**src/rtl/tked_pkg.sv**
```systemverilog
// Shared types and constants of the terminal key event decoder.
package tked_pkg;

    // Event codes carried on the result channel.
    typedef enum logic [4:0] {
        EV_NONE       = 5'd0,
        EV_UP         = 5'd1,
        EV_DOWN       = 5'd2,
        EV_RIGHT      = 5'd3,
        EV_LEFT       = 5'd4,
        EV_CLICK      = 5'd5,
        EV_QUIT       = 5'd6,
        EV_SAVE       = 5'd7,
        EV_UNDO       = 5'd8,
        EV_REFRESH    = 5'd9,
        EV_COPY       = 5'd10,
        EV_CUT        = 5'd11,
        EV_PASTE      = 5'd12,
        EV_SELECTALL  = 5'd13,
        EV_SEARCH     = 5'd14,
        EV_NEXT       = 5'd15,
        EV_PREV       = 5'd16,
        EV_REDO       = 5'd17,
        EV_DELBACK    = 5'd18,
        EV_NEWLINE    = 5'd19,
        EV_INSERT     = 5'd20,
        EV_SRCH_APPND = 5'd21,
        EV_SRCH_BACK  = 5'd22,
        EV_SUBMIT     = 5'd23,
        EV_CANCEL     = 5'd24
    } t_event_kind;

    // Control-key commands found by the front end.
    typedef enum logic [3:0] {
        CK_NONE,
        CK_QUIT,
        CK_SAVE,
        CK_UNDO,
        CK_REFRESH,
        CK_COPY,
        CK_CUT,
        CK_PASTE,
        CK_SELALL,
        CK_SEARCH,
        CK_NEXT,
        CK_PREV,
        CK_REDO
    } t_ctrl_key;

    // Configuration register indexes.
    typedef enum logic [0:0] {
        CFG_MOUSE_EN  = 1'b0,
        CFG_INDENT_EN = 1'b1
    } t_cfg_idx;

    // Character constants.
    localparam logic [7:0] CH_ESC   = 8'h1b;
    localparam logic [7:0] CH_DEL   = 8'd127;
    localparam logic [7:0] CH_BS    = 8'h08;
    localparam logic [7:0] CH_TAB   = 8'h09;
    localparam logic [7:0] CH_LF    = 8'h0a;
    localparam logic [7:0] CH_CR    = 8'h0d;
    localparam logic [7:0] CH_SPACE = 8'd32;
    localparam logic [7:0] CH_LBR   = 8'h5b;
    localparam logic [7:0] CH_M     = 8'h4d;
    localparam logic [7:0] CH_ONE   = 8'h31;
    localparam logic [7:0] CH_SEMI  = 8'h3b;
    localparam logic [7:0] CH_TWO   = 8'h32;
    localparam logic [7:0] CH_A     = 8'h41;
    localparam logic [7:0] CH_D     = 8'h44;
    localparam logic [8:0] MOUSE_OFFSET = 9'd32;

    // Output payload widths.
    localparam int OUT_TDATA_W = 32;

    // Classified byte as passed from the front end to the back end.
    typedef struct packed {
        logic [7:0] ch;
        logic       is_esc;
        logic       is_crlf;
        logic       is_cr;
        logic       is_del;
        logic       is_print;
        logic       is_ins;
        logic       is_lbr;
        logic       is_m;
        logic       is_one;
        logic       is_semi;
        logic       is_two;
        logic [2:0] arrow;
        t_ctrl_key  ctrl;
    } t_byte_class;

    // One result item.
    typedef struct packed {
        t_event_kind kind;
        logic        extend_selection;
        logic [7:0]  char_value;
        logic [8:0]  click_col;
        logic [8:0]  click_row;
        logic        selection_active;
        logic        replace_selection;
        logic        indent_request;
    } t_result;

endpackage

```
**src/rtl/tked_front.sv**
```systemverilog
// Front end: classifies each incoming terminal byte.
module tked_front (
    input  logic [7:0]           i_byte,
    output tked_pkg::t_byte_class o_class
);
    import tked_pkg::*;

    // Character flags and control-key lookup.
    always_comb begin
        o_class          = '0;
        o_class.ch       = i_byte;
        o_class.is_esc   = (i_byte == CH_ESC);
        o_class.is_cr    = (i_byte == CH_CR);
        o_class.is_crlf  = (i_byte == CH_CR) || (i_byte == CH_LF);
        o_class.is_del   = (i_byte == CH_BS) || (i_byte == CH_DEL);
        o_class.is_print = (i_byte >= CH_SPACE) && (i_byte < CH_DEL);
        o_class.is_ins   = (i_byte >= CH_SPACE) || (i_byte == CH_TAB) || (i_byte == CH_LF);
        o_class.is_lbr   = (i_byte == CH_LBR);
        o_class.is_m     = (i_byte == CH_M);
        o_class.is_one   = (i_byte == CH_ONE);
        o_class.is_semi  = (i_byte == CH_SEMI);
        o_class.is_two   = (i_byte == CH_TWO);
        o_class.arrow    = ((i_byte >= CH_A) && (i_byte <= CH_D))
                           ? (3'(i_byte - CH_A) + 3'd1) : 3'd0;
        unique case (i_byte)
            8'h11:   o_class.ctrl = CK_QUIT;
            8'h13:   o_class.ctrl = CK_SAVE;
            8'h15:   o_class.ctrl = CK_UNDO;
            8'h12:   o_class.ctrl = CK_REFRESH;
            8'h03:   o_class.ctrl = CK_COPY;
            8'h18:   o_class.ctrl = CK_CUT;
            8'h16:   o_class.ctrl = CK_PASTE;
            8'h01:   o_class.ctrl = CK_SELALL;
            8'h06:   o_class.ctrl = CK_SEARCH;
            8'h0e:   o_class.ctrl = CK_NEXT;
            8'h10:   o_class.ctrl = CK_PREV;
            8'h19:   o_class.ctrl = CK_REDO;
            default: o_class.ctrl = CK_NONE;
        endcase
    end

endmodule

```
**src/rtl/tked_queue.sv**
```systemverilog
// Two-entry queue of classified bytes between the front and back ends.
module tked_queue (
    input  logic                  i_clk,
    input  logic                  i_rst_n,
    input  logic                  i_push,
    input  tked_pkg::t_byte_class i_data,
    output logic                  o_full,
    input  logic                  i_pop,
    output logic                  o_empty,
    output tked_pkg::t_byte_class o_data
);
    import tked_pkg::*;

    t_byte_class r_entry [2];
    logic        r_wr_ptr, n_wr_ptr;
    logic        r_rd_ptr, n_rd_ptr;
    logic [1:0]  r_count, n_count;

    assign o_full  = (r_count == 2'd2);
    assign o_empty = (r_count == 2'd0);
    assign o_data  = r_entry[r_rd_ptr];

    // Pointer and fill count update.
    always_comb begin
        n_wr_ptr = i_push ? ~r_wr_ptr : r_wr_ptr;
        n_rd_ptr = i_pop  ? ~r_rd_ptr : r_rd_ptr;
        n_count  = r_count + 2'(i_push) - 2'(i_pop);
    end

    always_ff @(posedge i_clk) begin
        if (!i_rst_n) begin
            r_wr_ptr <= 1'b0;
            r_rd_ptr <= 1'b0;
            r_count  <= 2'd0;
        end else begin
            r_wr_ptr <= n_wr_ptr;
            r_rd_ptr <= n_rd_ptr;
            r_count  <= n_count;
        end
    end

    // Entry storage.
    always_ff @(posedge i_clk) begin
        if (i_push) begin
            r_entry[r_wr_ptr] <= i_data;
        end
    end

endmodule

```
**src/rtl/tked_back.sv**
```systemverilog
// Back end: escape-sequence tracking, search and selection state, result register.
module tked_back #(
    parameter int SEARCH_CAPACITY = 256
) (
    input  logic                  i_clk,
    input  logic                  i_rst_n,
    input  logic                  i_mouse_en,
    input  logic                  i_indent_en,
    input  logic                  i_q_empty,
    input  tked_pkg::t_byte_class i_q_data,
    output logic                  o_q_pop,
    output logic                  o_valid,
    input  logic                  i_ready,
    output tked_pkg::t_result     o_result
);
    import tked_pkg::*;

    localparam int LEN_W = $clog2(SEARCH_CAPACITY);
    localparam logic [LEN_W-1:0] LEN_LAST = LEN_W'(SEARCH_CAPACITY - 2);

    typedef enum logic [8:0] {
        SQ_IDLE    = 9'b000000001,
        SQ_ESC     = 9'b000000010,
        SQ_BRACKET = 9'b000000100,
        SQ_ONE     = 9'b000001000,
        SQ_SEMI    = 9'b000010000,
        SQ_SHIFT   = 9'b000100000,
        SQ_MBTN    = 9'b001000000,
        SQ_MCOL    = 9'b010000000,
        SQ_MROW    = 9'b100000000
    } t_seq_state;

    t_seq_state       r_seq, n_seq;
    logic [7:0]       r_btn, n_btn;
    logic [7:0]       r_col, n_col;
    logic             r_srch, n_srch;
    logic [LEN_W-1:0] r_len, n_len;
    logic             r_sel, n_sel;
    logic             r_valid, n_valid;
    t_result          r_res, n_res;
    logic             done;

    // A request leaves the queue whenever the result register is free or draining.
    assign o_q_pop  = !i_q_empty && (!r_valid || i_ready);
    assign o_valid  = r_valid;
    assign o_result = r_res;

    // Decode one classified byte against the current state.
    always_comb begin
        t_byte_class c;
        c       = i_q_data;
        n_seq   = r_seq;
        n_btn   = r_btn;
        n_col   = r_col;
        n_srch  = r_srch;
        n_len   = r_len;
        n_sel   = r_sel;
        n_res   = '0;
        done    = 1'b0;

        // Search entry takes priority over everything else.
        if (r_srch) begin
            if (c.is_esc) begin
                n_srch = 1'b0; n_len = '0; n_res.kind = EV_CANCEL; done = 1'b1;
            end else if (c.is_crlf) begin
                n_srch = 1'b0; n_len = '0; n_res.kind = EV_SUBMIT; done = 1'b1;
            end else if (c.is_del) begin
                if (r_len != '0) begin
                    n_len = r_len - LEN_W'(1);
                    n_res.kind = EV_SRCH_BACK;
                end
                done = 1'b1;
            end else if (c.is_print) begin
                if (r_len <= LEN_LAST) begin
                    n_len = r_len + LEN_W'(1);
                    n_res.kind = EV_SRCH_APPND;
                    n_res.char_value = c.ch;
                end
                done = 1'b1;
            end
        end

        // Escape and mouse sequence tracking.
        if (!done) begin
            done = 1'b1;
            unique case (r_seq)
                SQ_IDLE: begin
                    if (c.is_esc) n_seq = SQ_ESC;
                    else done = 1'b0;
                end
                SQ_ESC: n_seq = c.is_lbr ? SQ_BRACKET : SQ_IDLE;
                SQ_BRACKET: begin
                    n_seq = SQ_IDLE;
                    if (c.arrow != 3'd0) begin
                        n_sel = 1'b0;
                        n_res.kind = t_event_kind'({2'b00, c.arrow});
                    end else if (c.is_m) begin
                        n_seq = SQ_MBTN;
                    end else if (c.is_one) begin
                        n_seq = SQ_ONE;
                    end
                end
                SQ_ONE:  n_seq = c.is_semi ? SQ_SEMI : SQ_IDLE;
                SQ_SEMI: n_seq = c.is_two ? SQ_SHIFT : SQ_IDLE;
                SQ_SHIFT: begin
                    n_seq = SQ_IDLE;
                    n_sel = 1'b1;
                    n_res.kind = t_event_kind'({2'b00, c.arrow});
                    n_res.extend_selection = (c.arrow != 3'd0);
                end
                SQ_MBTN: begin
                    n_btn = c.ch; n_seq = SQ_MCOL;
                end
                SQ_MCOL: begin
                    n_col = c.ch; n_seq = SQ_MROW;
                end
                SQ_MROW: begin
                    n_seq = SQ_IDLE;
                    if ((r_btn == CH_SPACE) && i_mouse_en) begin
                        n_sel = 1'b0;
                        n_res.kind = EV_CLICK;
                        n_res.click_col = {1'b0, r_col} - MOUSE_OFFSET;
                        n_res.click_row = {1'b0, c.ch} - MOUSE_OFFSET;
                    end
                end
                default: n_seq = SQ_IDLE;
            endcase
        end

        // Control keys and plain characters.
        if (!done) begin
            unique case (c.ctrl)
                CK_QUIT:    n_res.kind = EV_QUIT;
                CK_SAVE:    begin n_sel = 1'b0; n_res.kind = EV_SAVE; end
                CK_UNDO:    begin n_sel = 1'b0; n_res.kind = EV_UNDO; end
                CK_REFRESH: begin n_sel = 1'b0; n_res.kind = EV_REFRESH; end
                CK_COPY: begin
                    if (r_sel) begin n_sel = 1'b0; n_res.kind = EV_COPY; end
                end
                CK_CUT: begin
                    if (r_sel) begin n_sel = 1'b0; n_res.kind = EV_CUT; end
                end
                CK_PASTE: begin
                    n_res.replace_selection = r_sel;
                    n_sel = 1'b0;
                    n_res.kind = EV_PASTE;
                end
                CK_SELALL:  begin n_sel = 1'b1; n_res.kind = EV_SELECTALL; end
                CK_SEARCH: begin
                    n_sel = 1'b0; n_srch = 1'b1; n_len = '0; n_res.kind = EV_SEARCH;
                end
                CK_NEXT:    begin n_sel = 1'b0; n_res.kind = EV_NEXT; end
                CK_PREV:    begin n_sel = 1'b0; n_res.kind = EV_PREV; end
                CK_REDO:    begin n_sel = 1'b0; n_res.kind = EV_REDO; end
                default: begin
                    n_sel = 1'b0;
                    if (c.is_del) begin
                        n_res.kind = EV_DELBACK;
                    end else if (c.is_cr) begin
                        n_res.kind = EV_NEWLINE;
                        n_res.indent_request = i_indent_en;
                    end else if (c.is_ins) begin
                        n_res.kind = EV_INSERT;
                        n_res.char_value = c.ch;
                    end
                end
            endcase
        end

        n_res.selection_active = n_sel;
        n_valid = o_q_pop || (r_valid && !i_ready);
    end

    // Control state.
    always_ff @(posedge i_clk) begin
        if (!i_rst_n) begin
            r_seq   <= SQ_IDLE;
            r_btn   <= '0;
            r_col   <= '0;
            r_srch  <= 1'b0;
            r_len   <= '0;
            r_sel   <= 1'b0;
            r_valid <= 1'b0;
        end else begin
            r_valid <= n_valid;
            if (o_q_pop) begin
                r_seq  <= n_seq;
                r_btn  <= n_btn;
                r_col  <= n_col;
                r_srch <= n_srch;
                r_len  <= n_len;
                r_sel  <= n_sel;
            end
        end
    end

    // Result register.
    always_ff @(posedge i_clk) begin
        if (o_q_pop) begin
            r_res <= n_res;
        end
    end

endmodule

```
**src/rtl/terminal_key_event_decoder_core.sv**
```systemverilog
// Top level of the terminal key event decoder.
//
// Takes one terminal byte per request and returns exactly one event per byte:
// arrows, shift arrows, X10 mouse clicks, control keys, editing and search-entry
// events. A byte is classified on entry, waits in a two-entry queue and is decoded
// by the back end into a result register, so one byte per clock is sustained while
// m_axis_tready is high; the result is offered once the byte has left the queue.
// The back-end decode against sequence, search and selection state sets that rate.
// Configuration writes take effect at once and are meant for idle periods.
module terminal_key_event_decoder_core #(
    parameter int SEARCH_CAPACITY = 256
) (
    input  logic        i_clk,
    input  logic        i_rst_n,
    input  logic        i_cfg_we,
    input  logic        i_cfg_idx,
    input  logic        i_cfg_data,
    input  logic        s_axis_tvalid,
    output logic        s_axis_tready,
    input  logic [7:0]  s_axis_tdata,   // [7:0] in_byte
    output logic        m_axis_tvalid,
    input  logic        m_axis_tready,
    output logic [tked_pkg::OUT_TDATA_W-1:0] m_axis_tdata,
    // tdata from bit 0: extend_selection, char_value[8], click_col[9], click_row[9],
    // selection_active, replace_selection, indent_request, zero fill
    output logic [4:0]  m_axis_tuser    // [4:0] event_kind
);
    import tked_pkg::*;

    logic        r_mouse_en;
    logic        r_indent_en;
    t_byte_class front_class;
    t_byte_class q_data;
    logic        q_full, q_empty, q_pop, push;
    t_result     result;

    // Configuration registers.
    always_ff @(posedge i_clk) begin
        if (!i_rst_n) begin
            r_mouse_en  <= 1'b1;
            r_indent_en <= 1'b1;
        end else if (i_cfg_we) begin
            unique case (t_cfg_idx'(i_cfg_idx))
                CFG_MOUSE_EN:  r_mouse_en  <= i_cfg_data;
                CFG_INDENT_EN: r_indent_en <= i_cfg_data;
                default:       ;
            endcase
        end
    end

    assign s_axis_tready = !q_full;
    assign push          = s_axis_tvalid && !q_full;

    tked_front u_front (
        .i_byte  (s_axis_tdata),
        .o_class (front_class)
    );

    tked_queue u_queue (
        .i_clk   (i_clk),
        .i_rst_n (i_rst_n),
        .i_push  (push),
        .i_data  (front_class),
        .o_full  (q_full),
        .i_pop   (q_pop),
        .o_empty (q_empty),
        .o_data  (q_data)
    );

    tked_back #(
        .SEARCH_CAPACITY (SEARCH_CAPACITY)
    ) u_back (
        .i_clk       (i_clk),
        .i_rst_n     (i_rst_n),
        .i_mouse_en  (r_mouse_en),
        .i_indent_en (r_indent_en),
        .i_q_empty   (q_empty),
        .i_q_data    (q_data),
        .o_q_pop     (q_pop),
        .o_valid     (m_axis_tvalid),
        .i_ready     (m_axis_tready),
        .o_result    (result)
    );

    // Result packing.
    assign m_axis_tuser = result.kind;
    assign m_axis_tdata = {2'b00,
                           result.indent_request,
                           result.replace_selection,
                           result.selection_active,
                           result.click_row,
                           result.click_col,
                           result.char_value,
                           result.extend_selection};

endmodule

```
**config.mk**
```make
export PLATFORM = sky130hd
export DESIGN_NAME = terminal_key_event_decoder_core
export DESIGN_NICKNAME = d
export VERILOG_FILES = /design/src/rtl/tked_pkg.sv /design/src/rtl/tked_front.sv /design/src/rtl/tked_queue.sv /design/src/rtl/tked_back.sv /design/src/rtl/terminal_key_event_decoder_core.sv
export SDC_FILE = /design/constraint.sdc
export NUM_CORES = 1
export LEC_CHECK = 0
export ABC_AREA = 1
export ABC_CLOCK_PERIOD_IN_PS = 2610
export BUFFER_PORTS_ARGS = -buffer_cell sky130_fd_sc_hd__buf_2
export CORE_MARGIN = 5
export CORE_UTILIZATION = 45
export DETAILED_ROUTE_END_ITERATION = 6
export PLACE_DENSITY = 0.65
export SLEW_MARGIN = 20
export SYNTH_ARGS = -nofsm -noshare
export SYNTH_HDL_FRONTEND = slang
export SYNTH_SLANG_ARGS = --single-unit
```
**constraint.sdc**
```tcl
create_clock -name i_clk -period 2.61 [get_ports i_clk]
set_input_delay 0.261 -clock i_clk [delete_from_list [all_inputs] [get_ports i_clk]]
set_output_delay 0.261 -clock i_clk [all_outputs]
set_load 0.02 [all_outputs]
```
### Yosys cells after proc, flatten, opt, wreduce, memory -nomap -nowiden

Memories as Yosys holds them, arrays and structs flattened. A register that Yosys moved wholly into a read port is not among the register bits.
Index checks and enable logic that the tools add are counted.

* flip-flop bits (word level): 77
* RAM bits: 52
* memory bits (read-only): 128
* input port bits: 15
* output and inout port bits: 39
* word-level logic and storage cells: 183
* memories: 2

* add/sub/neg operators: 8
* magnitude comparators: 5
* eq/ne operators: 35
* muxes and demuxes: 73
* bitwise logic cells: 9
* reduce and logical (&&, ||, !) cells: 31

Memories
* (name not given): depth 32, width 4, rd ports 1, clocked after Yosys merged registers in 0, write ports 0, RTL line tked_front.sv:25 `unique case (i_byte)`
* u_queue.r_entry: depth 2, width 26, rd ports 1, clocked after Yosys merged registers in 1, write ports 1, RTL line tked_queue.sv:14 `t_byte_class r_entry [2];`

Operators with widths (number)
* 8-bit two-way mux: 20
* 5-bit two-way mux: 16
* 9-bit case mux with 7 select lines: 1
* 5-bit case mux with 12 select lines: 1
* 8-bit by 4-bit equality test with 1-bit output, second input constant: 4
* 8-bit by 6-bit equality test with 1-bit output, second input constant: 4
* 8-bit by 7-bit equality test with 1-bit output, second input constant: 3
* 1-bit two-way mux: 23
* 4-bit equality test, second input constant: 5
* 9-bit two-way mux: 2
* 8-bit by 6-bit subtractor with 9-bit output, second input constant: 2
* 4-bit by 3-bit equality test with 1-bit output, second input constant: 4
* 5-bit case mux with 3 select lines: 1
* 15-bit OR reduction: 1
* 6-bit two-way mux: 2
* 12-bit OR reduction: 1
* 9-bit by 1-bit equality test with 1-bit output, second input constant: 1
* 9-bit by 2-bit equality test with 1-bit output, second input constant: 1
* 9-bit by 3-bit equality test with 1-bit output, second input constant: 1
* 9-bit by 4-bit equality test with 1-bit output, second input constant: 1
* 9-bit by 5-bit equality test with 1-bit output, second input constant: 1
* 9-bit by 6-bit equality test with 1-bit output, second input constant: 1
* 9-bit by 7-bit equality test with 1-bit output, second input constant: 1
* 9-bit by 8-bit equality test with 1-bit output, second input constant: 1
* 33 further kinds: 63

### Logic depth before layout (Yosys ltp)

Gate-level depths: netlist of run 1.

* word-level depth: 15
* gate-level depth with buffers: 16
* mapped depth without buffers: 15

### Cells and area by module

A second synthesis of run 1 with hierarchy kept.

* cells, all modules: 756
* area total of the unflattened synthesis: 6869.1 µm²

Modules (own cells, without submodules)
* tked_back: times used 1, cells each 532, area an instance 4062.6 µm², seq. area each 1771.7 µm²
* tked_queue: times used 1, cells each 114, area an instance 2205.9 µm², seq. area each 1661.6 µm²
* tked_front: times used 1, cells each 93, area an instance 486.7 µm², seq. area each 0.0 µm²
* terminal_key_event_decoder_core: times used 1, cells each 17, area an instance 113.9 µm², seq. area each 40.0 µm²

### Least setup slack after synthesis of run 1

Ideal clock, no wire load.

* path kind: register to register
* from: reg u_back.r_valid (netlist: u_back.o_valid)
* to: reg u_queue.r_count[1]
* library setup time: 123 ps
* data arrival time: 2712 ps
* data required time: 2487 ps
* setup slack: -225 ps
* cell stages (with the launch flop): 10
* buffers on the path: 0
* clock period less this slack: 2835 ps
* path through: dfxtp_1 > nand2_1 > o21ai_2 > clkinv_1 > ha_1 > inv_1 > ha_1 > xor2_1 > o21ai_0 > a21oi_1

* cells in the longest elaborated chain, start to end: 4

Ends and longest elaborated chain
* start, declared: RTL line tked_back.sv:39 `logic r_valid, n_valid;`
* start signal, assigned: RTL line tked_back.sv:185 `r_valid <= n_valid;`
* 1-bit zero test: RTL line tked_back.sv:44 `assign o_q_pop = !i_q_empty && (!r_valid || i_ready);`
* 1-bit logical OR: RTL line tked_back.sv:44
* 1-bit logical AND: RTL line tked_back.sv:44
* net q_pop: RTL line terminal_key_event_decoder_core.sv:34 `logic q_full, q_empty, q_pop, push;`
* 2-bit by 1-bit subtractor with 2-bit output: RTL line tked_queue.sv:27 `n_count = r_count + 2'(i_push) - 2'(i_pop);`
* end signal, assigned: RTL line tked_queue.sv:38 `r_count <= n_count;`
* end, declared: RTL line tked_queue.sv:17 `logic [1:0] r_count, n_count;`

The timed path passes the listed nets, and every way through them passes these cells.
A chain may end at the register's enable or synchronous reset.

==> results.py, run 1 <==
metrics = {
    "worst_setup_path": {
        "crit_path_end_kind": "register",
        "start_kind": "register",
        "criticalPathCategory": "register to register",
        "r2r-end": "u_back.o_result[24]$_DFFE_PP_",
        "required_ns": 2.75,
        "worstRegToRegCells": 13,
        "crit_fanout": 16,
        "arrival_ns": 2.35,
        "reg2reg_slack_ns": 0.40,
    },
    "placed_design": {
        "place_worst_setup_slack_ns": 0.424,
        "dpl.hpwl_um": 10600,
        "gp_congestion": 0.899,
        "portBuffers": 51,
        "dpl_cell_area_um2": 7200,
        "dp_cells": 1016,
    },
    "routing": {
        "met3_length_um": 657,
        "top_layer_used": "met4",
        "dr_wl_met2_um": 6540,
        "drcViolationCount": 0,
        "dr.first_iter.drc_count": 300,
        "viasPerCell": 5.06,
        "wl_per_cell_um": 13.9,
        "vias": 5298,
        "ant_nets": 0,
        "drt_wl_total_um": 14500,
        "dr.pass1.iters": 5,
        "met1_length_um": 6990,
    },
    "synthesis": {
        "yosys.area.top_type": "edfxtp_1",
        "async_flop_share_pct": 0,
        "synth-main-ff-cell": "edfxtp_1",
        "netlist_top_cells_area": "edfxtp_1 39%, dfxtp_1 13%, nand2_1 8.9%",
        "synth_seq_cells": 130,
        "synth_area_um2": 6770,
        "synth_cell_types": 46,
        "synth_edf_count": 87,
        "synthesis.area_per_instance_um2": 8.55,
        "netlist.area_leader.share_pct": 38.6,
        "synth_cells": 792,
        "yosysSeqAreaShare_pct": 51.3,
        "synth_warnings": 0,
    },
    "layout": {
        "area_growth_pct": 14.8,
        "fillers": 1382,
        "fin_util_pct": 53.1,
        "multi_input_area_um2": 2760,
        "num-nets-final": 879,
        "diodes": 0,
        "design_area_um2": 7770,
        "drive_gt1_share_pct": 19.4,
        "register_area_um2": 3470,
        "stdcell_count": 1048,
    },
    "global_routing": {
        "grt_pass1_wl_um": 24200,
        "antenna_found_initial": 0,
        "grt.overflow.total": 0,
        "grt_usage_pct": 17.1,
        "grt_max_degree": 30,
        "grt_pass1_vias": 4924,
    },
    "floorplanning": {
        "die_w_um": 133,
        "rows": 44,
        "die_h_um": 133,
        "pin_count": 54,
        "start_util_pct": 46.2,
        "dieArea_um2": 17600,
        "core_um2": 14600,
    },
    "clocking": {
        "numCtsBuffers": 17,
        "cts_tree": "built",
        "clock_sinks": 130,
        "clock_path_buffers": 2,
        "cts_max_level": 4,
        "ctsResizeCount": 0,
        "clk_latency_ns": 0.42,
        "ctsHoldBuffers": 0,
        "root_buffer": "clkbuf_16",
        "clkSlewWorstSetupHoldPaths_ns": 0.06,
        "cts_setup_buffers": 0,
    },
    "timing": {
        "post-route-min-period_ns": 2.21,
        "fin_crit_sh_pct": 84.6,
        "hold_viol_final": 0,
        "finalSetupViolations": 0,
        "fin_setup_tns_ns": 0,
        "max_freq_mhz": 453,
        "slew_headroom_pct": 56.3,
        "fin_ws_ns": 0.401,
        "rsz0062_at_grt": "false",
        "tightestPinTransition_ns": 0.648,
        "drv_slew": 0,
        "skew_ns": 0.00977,
    },
    "outcome": {
        "status": "completed",
    },
    "worst_hold_path": {
        "hold_depth": 1,
        "min_from": "s_axis_tdata[6]",
        "hold_end": "u_queue.r_entry[0][24]$_DFFE_PP_",
        "min_path_type": "input pin to register",
    },
    "job": {
        "maxCapViolations": 0,
    },
    "power_and_ir_drop": {
        "p_per_area_nw_per_um2": 1070,
        "leakage_nw": 3.30,
        "ir_drop_mv": 0.473,
    },
}
[metal layers]
layer  track usage [%]  vias up
met2              26.7      131
met5                 0        -
met4              7.27        0
met1              23.3     2419
li1                  -     2714
met3              3.34       34
[logic make-up (layout without fill, tap and decap cells)]
| kind of cell | after synthesis | in the layout | share of synthesized area, % |
|---|---|---|---|
| DFF | 130 | 130 | 51.3 |
| buffers and inverters | 129 | 200 | 8.09 |
| adders and majority gates | 13 | 13 | 2.40 |
| other | 1 | 2 | 0.0554 |
| AOI/OAI and AO/OA | 120 | 120 | 9.65 |
| muxes | 2 | 2 | 0.296 |
| and+or+nand+nor | 387 | 387 | 26.9 |
| xor gates and xnor gates | 10 | 10 | 1.29 |
[layout make-up]
cell class,instances,area share [%]
clock buffer,22,6.52
clock inverter,10,0.901
inverter,108,5.30
multi-input combinational,534,35.5
sequential,130,44.7
tap,184,2.96
timing repair buffer,60,4.15
[worst max-delay path by stage]
stage / start / end / depth (start not counted)
floorplan: u_back.o_valid$_SDFF_PN0_ / u_queue.r_count[1]$_SDFF_PN0_ / 9
global placement: register / u_back.o_result[24]$_DFFE_PP_ / 13
detailed placement: register / u_back.o_result[25]$_DFFE_PP_ / 13
CTS: register / u_back.o_result[24]$_DFFE_PP_ / 13
global route: register / u_back.r_len[0]$_SDFFE_PN0P_ / 14
finish: register / u_back.o_result[24]$_DFFE_PP_ / 13
[stage by stage]
step	hold WS (ns)	total power, W
global route	0.0674	0.00890
floorplan	0.360	0.00532
CTS	0.0680	0.00839
finish	0.0820	0.00833
global placement	0.434	0.00612
detailed placement	0.437	0.00613
[critical path, cell delays in order, from the launching register on]
cell,delay [ns]
dfxtp_1,0.36
buf_4,0.22
nand2_1,0.12
nand2_4,0.11
nor2_4,0.13
nand2_2,0.07
nand2_4,0.09
inv_2,0.05
nor2_4,0.22
inv_1,0.15
nor2_4,0.14
nand2_2,0.06
nand2_4,0.16
nor2_2,0.04
[flip-flops by register name, summed over array words and instances (netlist names), named ones only]
signal / count
u_back.o_result: 35
u_back.r_srch: 1
u_back.r_seq: 9
u_back.o_valid: 1
r_indent_en: 1
r_mouse_en: 1
u_back.r_sel: 1
u_queue.r_rd_ptr: 1
u_back.r_len: 8
u_back.r_col: 8
u_queue.r_entry: 52
u_queue.r_wr_ptr: 1
u_queue.r_count: 2
u_back.r_btn: 8
[cells in the final DEF (no fill, tap or decap), types with 4 or more instances in the layout]
cell / Yosys / routed
buf_4: 5 / 9
o21ai_0: 48 / 48
a21oi_1: 50 / 50
xor2_1: 7 / 7
edfxtp_1: 87 / 87
nor2_2: 17 / 19
nand3_1: 45 / 45
nand4_1: 10 / 10
nand2_2: 12 / 12
nand2_1: 161 / 161
nor3_1: 15 / 15
nand2_4: 12 / 12
dfxtp_1: 43 / 43
clkbuf_16: 0 / 19
or2_2: 12 / 12
inv_1: 98 / 98
o21ai_1: 4 / 4
ha_1: 13 / 13
buf_2: 4 / 51
nor2_1: 89 / 87
clkinv_2: 0 / 5
inv_2: 8 / 8
nor2_4: 5 / 5
[cell usage after synthesis, types with 3 or more instances]
master,n
nor2_1,89
xor2_1,7
a21oi_1,50
nand4_1,10
o211ai_1,3
nor3_1,15
buf_4,5
nand2_2,12
o21ai_0,48
inv_1,98
clkbuf_1,7
o22ai_1,3
o21ai_2,3
or2_2,12
nor2_2,17
buf_2,4
o21ai_1,4
ha_1,13
nand3_1,45
inv_2,8
dfxtp_1,43
nand2_1,161
nor2_4,5
xnor2_1,3
buf_6,3
edfxtp_1,87
nand2_4,12
[power by group]
group | total [W] | leakage [nW] | internal (W) | switching [W]
registers | 0.00292 | 1.21 | 0.00274 | 0.000180
logic | 0.00316 | 1.80 | 0.000936 | 0.00223
clock network | 0.00225 | 0.291 | 0.00138 | 0.000872
total | 0.00833 | 3.30 | 0.00505 | 0.00328
No activity file was read; power rests on OpenSTA's default activity.
==> inputs of run 2 (changes only) <==
--- a/config.mk
+++ b/config.mk
@@ -5,13 +5,12 @@
 export SDC_FILE = /design/constraint.sdc
 export NUM_CORES = 1
 export LEC_CHECK = 0
-export ABC_AREA = 1
-export ABC_CLOCK_PERIOD_IN_PS = 2610
+export ABC_AREA = 0
+export ABC_CLOCK_PERIOD_IN_PS = 2090
 export BUFFER_PORTS_ARGS = -buffer_cell sky130_fd_sc_hd__buf_2
 export CORE_MARGIN = 5
 export CORE_UTILIZATION = 45
 export DETAILED_ROUTE_END_ITERATION = 6
-export PLACE_DENSITY = 0.65
 export SLEW_MARGIN = 20
 export SYNTH_ARGS = -nofsm -noshare
 export SYNTH_HDL_FRONTEND = slang
==> constraint.sdc (replaced) <==
create_clock -name i_clk -period 2.09 [get_ports i_clk]
set_input_delay 0.209 -clock i_clk [delete_from_list [all_inputs] [get_ports i_clk]]
set_output_delay 0.209 -clock i_clk [all_outputs]
set_load 0.02 [all_outputs]
==> results.py, run 2 <==
metrics = {
    "outcome": {
        "status": "completed",
    },
    "clocking": {
        "clkSlewWorstSetupHoldPaths_ns": 0.06,
        "root_buffer": "clkbuf_16",
        "clock_sinks": 130,
        "cts_max_level": 4,
        "clk_latency_ns": 0.42,
        "cts_tree": "built",
        "numCtsBuffers": 17,
        "clock_path_buffers": 2,
    },
    "synthesis": {
        "synthAdderAreaFrac_pct": 2.49,
        "muxShareOfSynthArea_pct": 6.19,
        "synth-simple-area-share_pct": 20.2,
        "yosysSeqAreaShare_pct": 53.2,
        "synth_area_um2": 6520,
        "synthXorXnorAreaFrac_pct": 1.07,
        "netlist.area_leader.share_pct": 40.0,
        "synthesis.area_per_instance_um2": 10.5,
        "synth_cells": 623,
        "synth_edf_count": 87,
        "synth_warnings": 0,
        "netlist_top_cells_area": "edfxtp_1 40%, dfxtp_1 13%, nor2_1 4.8%",
        "netlist_top_cells_count": "87 x edfxtp_1, 84 x nor2_1, 48 x nand2_1",
        "synth-main-ff-cell": "edfxtp_1",
        "synth_top_family_by_area": "simple AND/OR/NAND/NOR gates",
        "synth_compound_area_share_pct": 13.3,
        "yosysMostFrequentCell": "edfxtp_1",
        "async_flop_share_pct": 0,
        "synth_seq_cells": 130,
        "synth_cell_types": 69,
        "yosys.area.top_type": "edfxtp_1",
    },
    "worst_setup_path": {
        "r2r-end": "u_back.r_col[5]$_SDFFE_PN0P_",
        "start_kind": "register",
        "required_ns": 2.43,
        "reg2reg_from": "u_back.r_seq[0]$_SDFFE_PN1P_",
        "crit_path_end_kind": "register",
        "crit_chain": "or3_4 > or4_4 > nor4_4 > clkbuf_16 > buf_8 > nor2_1 > a211oi_1",
        "crit_buf_inv": 2,
        "reg2reg_slack_ns": 0.02,
        "arrival_ns": 2.41,
        "slowest_stage": "or4_4",
        "max_stage_delay_ns": 0.47,
        "worstRegToRegCells": 7,
        "crit_fanout": 5,
        "criticalPathCategory": "register to register",
        "cp_top_family": "simple AND/OR/NAND/NOR gates",
    },
    "layout": {
        "drive_gt1_share_pct": 32.2,
        "area_growth_pct": 30.1,
        "final_cell_mix": "97 x buf_4, 87 x edfxtp_1, 81 x nor2_1",
        "diodes": 0,
        "num-nets-final": 801,
        "regMostFlops": "u_queue.r_entry",
        "largest_reg_flops": 52,
        "final_common_cell": "buf_4",
        "design_area_um2": 8490,
    },
    "routing": {
        "drt_wl_total_um": 17300,
        "viasPerCell": 5.65,
        "dr.first_iter.drc_count": 427,
        "drcViolationCount": 0,
        "vias": 5476,
        "ant_nets": 0,
        "wl_per_cell_um": 17.8,
        "dr.pass1.iters": 7,
    },
    "placed_design": {
        "dpl.hpwl_um": 12600,
        "gp_congestion": 0.945,
        "portBuffers": 51,
        "dpl_cell_area_um2": 7640,
    },
    "floorplanning": {
        "die_h_um": 130,
        "core_um2": 14400,
        "start_util_pct": 45.4,
        "dieArea_um2": 17000,
        "die_w_um": 130,
        "pin_count": 54,
        "rows": 44,
    },
    "global_routing": {
        "antenna_found_initial": 0,
        "grt.overflow.total": 0,
        "grt_usage_pct": 20.8,
        "grt_pass1_vias": 5262,
        "grt_pass1_wl_um": 27300,
        "grt_max_degree": 36,
    },
    "timing": {
        "post-route-min-period_ns": 2.07,
        "finalSetupViolations": 0,
        "rsz0062_at_grt": "true",
        "drv_slew": 0,
        "max_freq_mhz": 483,
        "slew_headroom_pct": 57.6,
        "tightestPinTransition_ns": 0.630,
        "fin_crit_sh_pct": 99.1,
        "hold_viol_final": 0,
        "skew_ns": 0.00689,
    },
    "power_and_ir_drop": {
        "power.total_w": 0.0100,
        "leakage_nw": 3.32,
        "p_per_area_nw_per_um2": 1180,
        "ir_drop_mv": 0.615,
    },
    "worst_hold_path": {
        "min_from": "i_cfg_data",
        "hold_depth": 3,
        "hold_end": "r_mouse_en$_SDFFE_PN1P_",
        "min_path_type": "input pin to register",
    },
    "job": {
        "maxCapViolations": 0,
    },
}
## run 2: cell count changes after synthesis, moves of 10 or more
cell,delta
nand2_1,-113
inv_1,-80
nand3_1,-29
o21ai_0,-29
mux2i_1,+26
a21oi_1,-22
a211oi_1,+21
nor2_2,-15
nand2_2,-12
nand2_4,-12
and3_1,+11
mux2_2,+11
a31oi_1,+10
nand2b_1,+10
## run 2: worst max path at each step
stage                                             from                       endpoint  slack, ns  depth (start not counted)
final                     u_back.r_seq[0]$_SDFFE_PN1P_   u_back.r_col[5]$_SDFFE_PN0P_       0.02                          7
after global routing      u_back.r_seq[0]$_SDFFE_PN1P_   u_back.r_col[3]$_SDFFE_PN0P_      -0.06                          7
after CTS                                     register   u_back.r_btn[7]$_SDFFE_PN0P_      0.002                          7
after detailed placement  u_back.r_seq[4]$_SDFFE_PN0P_  u_back.o_result[30]$_DFFE_PP_      -0.09                          6
after global placement    u_back.r_seq[4]$_SDFFE_PN0P_  u_back.o_result[30]$_DFFE_PP_    -0.0006                          6
after floorplan              u_back.o_valid$_SDFF_PN0_  u_queue.r_count[1]$_SDFF_PN0_      -0.11                         11
## run 2: cell families after synthesis
group                    count (synthesis)
other                                    1
XOR/XNOR                                 8
AND/OR/NAND/NOR                        253
buffers and inverters                   48
flip-flops                             130
adder cells (fa/ha/maj)                 13
multiplexers                            39
AO/OA/AOI/OAI                          131
## run 2: area by class of cell
class / count / area, µm²
clock buffer: 21 / 472
clock inverter: 10 / 100
fill: 1242 / 5880
inverter: 19 / 71.3
multi-input combinational: 446 / 3010
sequential: 130 / 3480
tap: 184 / 230
timing repair buffer: 159 / 1130
## run 2: worst register-to-register path: stages (launching register included)
cell,delay [ns]
dfxtp_2,0.33
or3_4,0.40
or4_4,0.47
nor4_4,0.31
clkbuf_16,0.19
buf_8,0.11
nor2_1,0.04
a211oi_1,0.15
## run 2: metrics by stage
stage / setup slack (ns) / hold slack, ns / setup TNS, ns / std cells / util, %
2_1_floorplan: -0.109 / 0.308 / -0.109 / 624 / -
3_3_place_gp: -0.000590 / 0.438 / -0.000590 / 929 / 53.1
5_1_grt: -0.0614 / 0.0416 / -0.498 / 969 / 59.1
4_1_cts: 0.00241 / 0.0164 / 0 / 960 / 57.3
6_report: 0.0181 / 0.0340 / 0 / 969 / 59.1
3_5_place_dp: -0.0895 / 0.455 / -0.840 / 929 / 53.1
## run 2: per-layer routing
metal	GRT usage [%]	up-vias	wire (µm)
li1	-	2638	-
met1	27.3	2645	7610
met2	34.4	176	8500
met3	5.08	17	935
met4	6.29	0	211
met5	0	-	0
## run 2: power by group
part / internal [W] / total [W] / switching, W
sequential: 0.00337 / 0.00358 / 0.000215
clock: 0.00174 / 0.00286 / 0.00112
combinational: 0.00147 / 0.00358 / 0.00211
## run 2: repair_timing
item / in CTS / in global routing
endpoints found under the hold margin: 0 / 0
buffers inserted: 0 / 8
setup endpoints to repair: 33 / 38
pin swaps: 1 / 13
cloned: 0 / 1
resized for setup: 6 / 51
hold buffers: 0 / 0
